**config.mk**
```make
export PLATFORM = sky130hd
export DESIGN_NAME = priority_job_queue_with_timer
export DESIGN_NICKNAME = d
export VERILOG_FILES = /design/src/rtl/pjq_pkg.sv /design/src/rtl/priority_job_queue_with_timer.sv /design/src/rtl/pjq_fifo.sv /design/src/rtl/pjq_front.sv /design/src/rtl/pjq_back.sv
export SDC_FILE = /design/constraint.sdc
export NUM_CORES = 1
export LEC_CHECK = 0
export BUFFER_PORTS_ARGS = -buffer_cell sky130_fd_sc_hd__buf_2
export CAP_MARGIN = 20
export CORE_ASPECT_RATIO = 0.9
export CORE_MARGIN = 2
export CORE_UTILIZATION = 60
export CTS_BUF_LIST = sky130_fd_sc_hd__clkbuf_8
export DETAILED_ROUTE_END_ITERATION = 10
export PLACE_DENSITY = 0.79
export SYNTH_ARGS = -nofsm -noshare
export SYNTH_HDL_FRONTEND = slang
export SYNTH_SLANG_ARGS = --single-unit
```
**constraint.sdc**
```tcl
create_clock -name clk -period 8.8 [get_ports clk]
set_clock_uncertainty 0.1 [all_clocks]
set_input_delay 0 -clock clk [delete_from_list [all_inputs] [get_ports clk]]
set_output_delay 0 -clock clk [all_outputs]
set_load 0.005 [all_outputs]
```
**src/rtl/pjq_pkg.sv**
```systemverilog
// ----------------------------------------------------------------------------
// Priority job queue package
// Opcodes, status codes, command and result types shared by the queue blocks.
// ----------------------------------------------------------------------------
package pjq_pkg;

    localparam logic [1:0] OP_ADD   = 2'd0;
    localparam logic [1:0] OP_TICK  = 2'd1;
    localparam logic [1:0] OP_CLEAR = 2'd2;

    localparam logic [2:0] ST_ADDED    = 3'd0;
    localparam logic [2:0] ST_DROPPED  = 3'd1;
    localparam logic [2:0] ST_FINISHED = 3'd2;
    localparam logic [2:0] ST_PRINTING = 3'd3;
    localparam logic [2:0] ST_IDLE     = 3'd4;

    localparam logic [7:0] TIMER_RESET = 8'd5;

    // Command queue between front and back: 2**FIFO_AW entries
    localparam int FIFO_AW    = 1;
    localparam int FIFO_DEPTH = 2 ** FIFO_AW;

    typedef enum logic [1:0] {
        CMD_ADD,
        CMD_TICK,
        CMD_CLEAR,
        CMD_NOP
    } cmd_kind_t;

    typedef struct packed {
        cmd_kind_t   kind;
        logic [15:0] tag;
        logic [1:0]  level;
    } cmd_t;

    typedef struct packed {
        logic        done;
        logic [2:0]  status;
        logic [15:0] finished_tag;
        logic        current_valid;
        logic [15:0] current_tag;
        logic [1:0]  current_level;
        logic [7:0]  ticks_left;
        logic [5:0]  queue_count;
    } res_t;

endpackage

```
**src/rtl/priority_job_queue_with_timer.sv**
```systemverilog
// ----------------------------------------------------------------------------
// Priority job queue with timer
// Four-level print job queue: append, clear, timed finish of the oldest top job.
// ----------------------------------------------------------------------------
// An add, clear or non-finishing tick passes through the front stage, the FIFO and the
// back section's top scan (S_TOP); a finishing tick adds the S_FIND and S_SHIFT passes.
// New items are taken while the back section works on an earlier one, until the buffers
// fill; the entry memory's single read port scans one entry a cycle.
// Up to three items are buffered ahead of the back section; results cannot stall.
// Reset: queue empty, job timer and job_duration 5, no clearing pass.
module priority_job_queue_with_timer
    import pjq_pkg::*;
#(
    parameter int QUEUE_DEPTH = 32
)
(
    input  logic        clk,
    input  logic        rst_n,
    input  logic        start,
    output logic        busy,
    input  logic [1:0]  opcode,
    input  logic [15:0] job_tag,
    input  logic [1:0]  job_level,
    input  logic        cfg_write,
    input  logic [7:0]  job_duration,
    output logic        done,
    output logic [2:0]  status,
    output logic [15:0] finished_tag,
    output logic        current_valid,
    output logic [15:0] current_tag,
    output logic [1:0]  current_level,
    output logic [7:0]  ticks_left,
    output logic [5:0]  queue_count
);

    logic [7:0] duration_reg;
    logic       fifo_full;
    logic       fifo_empty;
    logic       push;
    logic       pop;
    cmd_t       push_data;
    cmd_t       pop_data;
    res_t       res;

    always_ff @(posedge clk or negedge rst_n)
    begin
        if (!rst_n)
        begin
            duration_reg <= TIMER_RESET;
        end
        else if (cfg_write)
        begin
            duration_reg <= job_duration;
        end
    end

    pjq_front u_front (
        .clk       (clk),
        .rst_n     (rst_n),
        .start     (start),
        .busy      (busy),
        .opcode    (opcode),
        .job_tag   (job_tag),
        .job_level (job_level),
        .fifo_full (fifo_full),
        .push      (push),
        .push_data (push_data)
    );

    pjq_fifo u_fifo (
        .clk       (clk),
        .rst_n     (rst_n),
        .push      (push),
        .push_data (push_data),
        .pop       (pop),
        .pop_data  (pop_data),
        .full      (fifo_full),
        .empty     (fifo_empty)
    );

    pjq_back #(
        .QUEUE_DEPTH (QUEUE_DEPTH)
    ) u_back (
        .clk        (clk),
        .rst_n      (rst_n),
        .fifo_empty (fifo_empty),
        .cmd        (pop_data),
        .pop        (pop),
        .duration   (duration_reg),
        .res        (res)
    );

    assign done          = res.done;
    assign status        = res.status;
    assign finished_tag  = res.finished_tag;
    assign current_valid = res.current_valid;
    assign current_tag   = res.current_tag;
    assign current_level = res.current_level;
    assign ticks_left    = res.ticks_left;
    assign queue_count   = res.queue_count;

endmodule

```
**src/rtl/pjq_fifo.sv**
```systemverilog
// ----------------------------------------------------------------------------
// Priority job queue command FIFO
// Short queue of decoded commands between the front and back sections.
// ----------------------------------------------------------------------------
module pjq_fifo
    import pjq_pkg::*;
(
    input  logic clk,
    input  logic rst_n,
    input  logic push,
    input  cmd_t push_data,
    input  logic pop,
    output cmd_t pop_data,
    output logic full,
    output logic empty
);

    cmd_t               entry_reg [FIFO_DEPTH];
    logic [FIFO_AW-1:0] wr_ptr_reg;
    logic [FIFO_AW-1:0] rd_ptr_reg;
    logic [FIFO_AW:0]   cnt_reg;

    assign full     = (cnt_reg == (FIFO_AW + 1)'(FIFO_DEPTH));
    assign empty    = (cnt_reg == '0);
    assign pop_data = entry_reg[rd_ptr_reg];

    always_ff @(posedge clk)
    begin
        if (push)
        begin
            entry_reg[wr_ptr_reg] <= push_data;
        end
    end

    always_ff @(posedge clk or negedge rst_n)
    begin
        if (!rst_n)
        begin
            wr_ptr_reg <= '0;
            rd_ptr_reg <= '0;
            cnt_reg    <= '0;
        end
        else
        begin
            if (push)
            begin
                wr_ptr_reg <= wr_ptr_reg + FIFO_AW'(1);
            end
            if (pop)
            begin
                rd_ptr_reg <= rd_ptr_reg + FIFO_AW'(1);
            end
            if (push && !pop)
            begin
                cnt_reg <= cnt_reg + (FIFO_AW + 1)'(1);
            end
            else if (pop && !push)
            begin
                cnt_reg <= cnt_reg - (FIFO_AW + 1)'(1);
            end
        end
    end

endmodule

```
**src/rtl/pjq_front.sv**
```systemverilog
// ----------------------------------------------------------------------------
// Priority job queue front section
// Accepts items, decodes the opcode into a command and feeds the FIFO.
// ----------------------------------------------------------------------------
module pjq_front
    import pjq_pkg::*;
(
    input  logic        clk,
    input  logic        rst_n,
    input  logic        start,
    output logic        busy,
    input  logic [1:0]  opcode,
    input  logic [15:0] job_tag,
    input  logic [1:0]  job_level,
    input  logic        fifo_full,
    output logic        push,
    output cmd_t        push_data
);

    logic stage_valid_reg;
    cmd_t stage_cmd_reg;
    cmd_t decoded;
    logic accept;

    always_comb
    begin
        decoded = '{kind: CMD_NOP, tag: 16'd0, level: 2'd0};
        unique case (opcode)
            OP_ADD:
            begin
                decoded.kind  = CMD_ADD;
                decoded.tag   = job_tag;
                decoded.level = job_level;
            end
            OP_TICK:  decoded.kind = CMD_TICK;
            OP_CLEAR: decoded.kind = CMD_CLEAR;
            default:  decoded.kind = CMD_NOP;
        endcase
    end

    assign push      = stage_valid_reg && !fifo_full;
    assign busy      = stage_valid_reg && fifo_full;
    assign accept    = start && !busy;
    assign push_data = stage_cmd_reg;

    always_ff @(posedge clk)
    begin
        if (accept)
        begin
            stage_cmd_reg <= decoded;
        end
    end

    always_ff @(posedge clk or negedge rst_n)
    begin
        if (!rst_n)
        begin
            stage_valid_reg <= 1'b0;
        end
        else if (accept)
        begin
            stage_valid_reg <= 1'b1;
        end
        else if (push)
        begin
            stage_valid_reg <= 1'b0;
        end
    end

endmodule

```
**src/rtl/pjq_back.sv**
```systemverilog
// ----------------------------------------------------------------------------
// Priority job queue back section
// Runs commands on the entry memory: append, timer, top search, shift, clear.
// ----------------------------------------------------------------------------
module pjq_back
    import pjq_pkg::*;
#(
    parameter int QUEUE_DEPTH = 32
)
(
    input  logic       clk,
    input  logic       rst_n,
    input  logic       fifo_empty,
    input  cmd_t       cmd,
    output logic       pop,
    input  logic [7:0] duration,
    output res_t       res
);

    localparam int IDX_W = $clog2(QUEUE_DEPTH);
    localparam int CNT_W = $clog2(QUEUE_DEPTH + 1);

    typedef enum logic [1:0] {
        S_IDLE,
        S_FIND,
        S_SHIFT,
        S_TOP
    } state_t;

    typedef struct packed {
        logic [15:0] tag;
        logic [1:0]  level;
    } entry_t;

    entry_t entry_mem [QUEUE_DEPTH];
    entry_t rd_data_reg;

    state_t           state_reg;
    logic [CNT_W-1:0] count_reg;
    logic [7:0]       timer_reg;
    logic [CNT_W-1:0] ptr_reg;
    logic             pend_reg;
    logic [IDX_W-1:0] pend_idx_reg;
    logic [IDX_W-1:0] best_idx_reg;
    logic [15:0]      best_tag_reg;
    logic [1:0]       best_lvl_reg;
    logic [2:0]       status_reg;
    logic [15:0]      fin_tag_reg;
    res_t             res_reg;

    logic [7:0]       t_dec;
    logic             finish;
    logic             issue;
    logic             upd;
    logic             last;
    logic [IDX_W-1:0] best_idx_new;
    logic [15:0]      best_tag_new;
    logic [1:0]       best_lvl_new;
    logic             not_full;
    logic             we;
    logic [IDX_W-1:0] waddr;
    entry_t           wdata;

    always_comb
    begin
        t_dec    = (timer_reg != 8'd0) ? timer_reg - 8'd1 : 8'd0;
        finish   = (count_reg != '0) && (t_dec == 8'd0);
        not_full = (count_reg < CNT_W'(QUEUE_DEPTH));
        pop      = (state_reg == S_IDLE) && !fifo_empty;
        issue    = (state_reg != S_IDLE) && (ptr_reg < count_reg);

        // Running maximum; first entry always taken, ties keep the older one
        upd  = pend_reg && ((pend_idx_reg == '0) || (rd_data_reg.level > best_lvl_reg));
        last = pend_reg && (CNT_W'(pend_idx_reg) == count_reg - CNT_W'(1));
        best_idx_new = upd ? pend_idx_reg : best_idx_reg;
        best_tag_new = upd ? rd_data_reg.tag : best_tag_reg;
        best_lvl_new = upd ? rd_data_reg.level : best_lvl_reg;

        we    = 1'b0;
        waddr = count_reg[IDX_W-1:0];
        wdata = '{tag: cmd.tag, level: cmd.level};
        if (pop && (cmd.kind == CMD_ADD) && not_full)
        begin
            we = 1'b1;
        end
        else if ((state_reg == S_SHIFT) && pend_reg)
        begin
            // Move entry up by one to close the gap
            we    = 1'b1;
            waddr = pend_idx_reg - IDX_W'(1);
            wdata = rd_data_reg;
        end
    end

    always_ff @(posedge clk)
    begin
        if (we)
        begin
            entry_mem[waddr] <= wdata;
        end
        rd_data_reg <= entry_mem[ptr_reg[IDX_W-1:0]];
    end

    always_ff @(posedge clk or negedge rst_n)
    begin
        if (!rst_n)
        begin
            state_reg    <= S_IDLE;
            count_reg    <= '0;
            timer_reg    <= TIMER_RESET;
            ptr_reg      <= '0;
            pend_reg     <= 1'b0;
            pend_idx_reg <= '0;
            best_idx_reg <= '0;
            best_tag_reg <= '0;
            best_lvl_reg <= '0;
            status_reg   <= ST_IDLE;
            fin_tag_reg  <= '0;
            res_reg      <= '0;
        end
        else
        begin
            res_reg.done <= (state_reg == S_TOP) && ((count_reg == '0) || last);
            pend_reg     <= issue;
            if (issue)
            begin
                pend_idx_reg <= ptr_reg[IDX_W-1:0];
                ptr_reg      <= ptr_reg + CNT_W'(1);
            end
            best_idx_reg <= best_idx_new;
            best_tag_reg <= best_tag_new;
            best_lvl_reg <= best_lvl_new;

            unique case (state_reg)
                S_IDLE:
                begin
                    if (pop)
                    begin
                        fin_tag_reg <= '0;
                        ptr_reg     <= '0;
                        state_reg   <= ((cmd.kind == CMD_TICK) && finish) ? S_FIND : S_TOP;
                        unique case (cmd.kind)
                            CMD_ADD:
                            begin
                                if (not_full)
                                begin
                                    count_reg  <= count_reg + CNT_W'(1);
                                    status_reg <= ST_ADDED;
                                end
                                else
                                begin
                                    status_reg <= ST_DROPPED;
                                end
                            end
                            CMD_TICK:
                            begin
                                if (finish)
                                begin
                                    timer_reg  <= duration;
                                    status_reg <= ST_FINISHED;
                                end
                                else
                                begin
                                    timer_reg  <= t_dec;
                                    status_reg <= (count_reg != '0) ? ST_PRINTING : ST_IDLE;
                                end
                            end
                            CMD_CLEAR:
                            begin
                                count_reg  <= '0;
                                status_reg <= ST_IDLE;
                            end
                            default:
                            begin
                                status_reg <= (count_reg != '0) ? ST_PRINTING : ST_IDLE;
                            end
                        endcase
                    end
                end
                S_FIND:
                begin
                    if (last)
                    begin
                        fin_tag_reg <= best_tag_new;
                        ptr_reg     <= CNT_W'(best_idx_new) + CNT_W'(1);
                        state_reg   <= S_SHIFT;
                    end
                end
                S_SHIFT:
                begin
                    if ((ptr_reg >= count_reg) && !pend_reg)
                    begin
                        count_reg <= count_reg - CNT_W'(1);
                        ptr_reg   <= '0;
                        state_reg <= S_TOP;
                    end
                end
                S_TOP:
                begin
                    if ((count_reg == '0) || last)
                    begin
                        res_reg.status        <= status_reg;
                        res_reg.finished_tag  <= fin_tag_reg;
                        res_reg.current_valid <= (count_reg != '0);
                        res_reg.current_tag   <= (count_reg != '0) ? best_tag_new : 16'd0;
                        res_reg.current_level <= (count_reg != '0) ? best_lvl_new : 2'd0;
                        res_reg.ticks_left    <= timer_reg;
                        res_reg.queue_count   <= 6'(count_reg);
                        state_reg             <= S_IDLE;
                    end
                end
                default:
                begin
                    state_reg <= S_IDLE;
                end
            endcase
        end
    end

    assign res = res_reg;

endmodule

```
==> metrics.md <==
| Metric | Value |
|---|---|
| Via count | `16600` |
| Synth-to-Final Area Change | `14.5%` |
| Core area | `a little over 50000 um^2` |
| Clk sinks | `790` |
| Final min period | `4550 ps` |
| R2R Path End | `u_back.entry_mem[12][10]` |
| Die X | `244 um` |
| Fillers | `between 3000 and 4000` |
| Vias per Instance | `6.31` |
| Top cell type's share of synthesized area | `61.2%` |
| CP Capture Type | `flop` |
| Largest register FFs | `576` |
| Placer Congestion | `0.873` |
| Syn Area/Cell | `19.3 um^2` |
| Die height | `220 um` |
| Clock Latency Late Sink | `770 ps` |
| Crit path DAT | `4780 ps` |
| Post-Syn Nets | `1671` |
| Die Area | `53900 um^2` |
| Worst r2r src | `u_back.state_reg[0]` |
| Fmax | `0.220 GHz` |
| # DRC | `0` |
| Cell count after placement | `2330` |
| Clock Path Buffers | `3` |
| Final ANT Viol Nets | `0` |
| Max Transition Viols Final | `0` |
| Clk root buf | `clkbuf_8` |
| CTS Buf Count | `116` |
| Port Buffers | `85` |
| Share of cells above drive strength 1 | `30.6%` |
| Initial antenna violation count | `3` |
| Number of storage elements in the synthesis netlist | `790` |
| Setup Total Neg Slack | `0 ps` |
| Reg2reg path depth | `10` |
| Top post-synthesis cells by area | `edfxtp_1 61%, mux4_2 13%, dfrtp_1 10%` |
| Slew margin rel. | `approximately a fifth` |
| Starting Density | `60.5%` |
| Power Density | `367 nW/um^2` |
| Sequential share of the synthesized area | `73.2%` |
| Hold Crit Class | `primary input to asynchronous set/reset pin` |
| CTS tree | `built` |
| Worst vdd ir | `roughly 0.00025 V` |
| Startpoint types | `flop` |
| Top-count cell post-synth | `edfxtp_1` |
| Unique masters post-synth | `67` |
| Crit path kind | `flop to flop` |
| NumNets Final | `about 1900` |
| Post-DP HPWL | `44.2 mm` |
| Finished Layout Cells | `around 2600` |
| Max Cap Viol | `0` |
| Crit-path max FO | `41` |
| Wire per inst | `28.6 um` |
| Setup Viol. Count Final | `0` |
| Gate Count Post-Synth | `1619` |
| Overflow after GRT | `0` |
| Hold Vio Cnt, Final | `0` |
| Clock-pin slew on the worst setup and hold paths | `70 ps` |
| 1st-pass router iterations | `6` |
| Worst EP required | `roughly 9000 ps` |
| # Post-CTS Setup Buffers | `0` |
| GR Util All Layers | `28.3%` |
| Row count | `79` |
| Vias in the first global route | `between 15000 and 20000` |
| Final WL | `75.2 mm` |
| Post-Syn Area | `31200 um^2` |
| First-pass GRT wire length | `109 mm` |
| Final period utilization | `51.7%` |
| Leak Pwr | `12.6 nW` |
| Pwr Total | `between 10 and 15 mW` |
| Pin count of the biggest net entering global routing | `79` |
| Most area-hungry cell type in the Yosys netlist | `edfxtp_1` |
| Most used DFF post-synth | `edfxtp_1` |
| Iteration-0 DRC count of the detailed router | `2261` |
| Syn. warnings | `0` |
| Async S/R FF share, synth | `around 17%` |
| # IOs | `86` |
| Post-synth EDFFs | `636` |
| H-tree depth | `3` |
| Synth top cells by count | `636 x edfxtp_1, 180 x mux4_2, 131 x dfrtp_1, 66 x mux2i_1, 62 x nand2_1` |
| R2R Setup Slk | `around 4300 ps` |
| Slew @ Worst Pin | `1190 ps` |
| RSZ-0062 raised after global routing | `false` |
| Status | `finished clean` |
==> worst max path at each step <==
stage | from | endpoint | slack, ps
2_1_floorplan | u_back.state_reg[0] | u_back.entry_mem[0][15] | 5040
6_report | u_back.state_reg[0] | u_back.entry_mem[12][10] | 4250
4_1_cts | u_back.state_reg[0] | u_back.entry_mem[12][10] | 4320
3_5_place_dp | u_back.state_reg[0] | u_back.entry_mem[12][8] | 4360
5_1_grt | u_back.state_reg[1] | u_back.entry_mem[12][10] | 4000
3_3_place_gp | u_back.state_reg[0] | u_back.entry_mem[12][5] | 4550
==> per-layer routing <==
metal / global-route usage [%] / up-vias / wire (um)
li1: - / 6927 / -
met1: 39.7 / 8503 / 28600
met2: 41.4 / 1028 / 34500
met3: 10.6 / 143 / 9870
met4: 10.3 / 2 / 2300
met5: 0.713 / - / 11
==> where the power goes <==
group	switching [mW]	internal, mW	leakage (nW)
clock	1.44	1.44	1.30
combinational	2.82	1.65	3.65
sequential	0.501	5.29	7.68
total	4.76	8.37	12.6
==> cell families after synthesis <==
| kind of cell | after synthesis | share of synthesized area (%) |
|---|---|---|
| AOI/OAI and AO/OA | 122 | 2.62 |
| xor gates and xnor gates | 25 | 0.701 |
| adders and majority gates | 20 | 0.801 |
| buffers and inverters | 137 | 1.90 |
| DFF | 790 | 73.2 |
| muxes | 307 | 17.3 |
| and+or+nand+nor | 218 | 3.43 |
==> critical path, stage by stage, from the launching register on <==
cell      delay (ps)
dfrtp_1          400
inv_1            120
ha_1             340
nor2b_2          300
inv_2            120
a211oi_4         470
nor2_4            30
buf_4            340
mux2i_1          570
nand3_1          430
nor2_2           890
==> placed cells by master (no fill, tap or decap), types with 7 or more instances in the layout <==
master / netlist / layout
edfxtp_1: 636 / 636
nor2_2: 0 / 32
o22ai_1: 7 / 7
clkbuf_8: 0 / 124
o21ai_0: 43 / 25
o2bb2ai_1: 16 / 16
inv_1: 51 / 82
xor2_1: 11 / 11
and2_1: 23 / 23
a21oi_1: 15 / 14
nand2_1: 62 / 62
clkinv_1: 0 / 23
o21ai_4: 0 / 9
dfrtp_1: 131 / 127
clkinv_2: 0 / 26
mux2i_1: 66 / 66
mux2_2: 59 / 59
nor2_1: 59 / 27
ha_1: 20 / 20
o21ai_2: 1 / 10
mux4_2: 180 / 180
dfxtp_1: 18 / 18
dlygate4sd3_1: 0 / 75
buf_2: 20 / 84
nor3_1: 15 / 15
xnor2_1: 14 / 14
buf_4: 2 / 23
nand3_1: 16 / 16
==> metrics by stage <==
step	setup slack [ps]	utilization [%]	hold WS [ps]	area, um^2
after floorplan	5040	-	-396	31200
after global placement	4550	63.1	-49.1	32600
after detailed placement	4360	63.1	-37.9	32600
after CTS	4320	69.0	202	35600
after global routing	4000	69.3	231	35700
final	4250	69.3	251	35700
==> final cells by class <==
| type | instances | area [um^2] | share of cell area [%] |
|---|---|---|---|
| diodes | 3 | 7.51 | 0.0210 |
| clock buffers | 124 | 1710 | 4.77 |
| clock inverters | 92 | 571 | 1.60 |
| inverters | 52 | 195 | 0.546 |
| multi-input cells | 692 | 8020 | 22.4 |
| flip-flops and latches | 790 | 22900 | 64.0 |
| well taps | 688 | 861 | 2.41 |
| repair buffers | 190 | 1510 | 4.22 |
==> what timing repair did <==
action                                 in CTS  in global routing
resized for setup                           0                  0
endpoints found under the hold margin     181                  0
hold buffers                               76                  0
(Power assumes the default switching activity.)
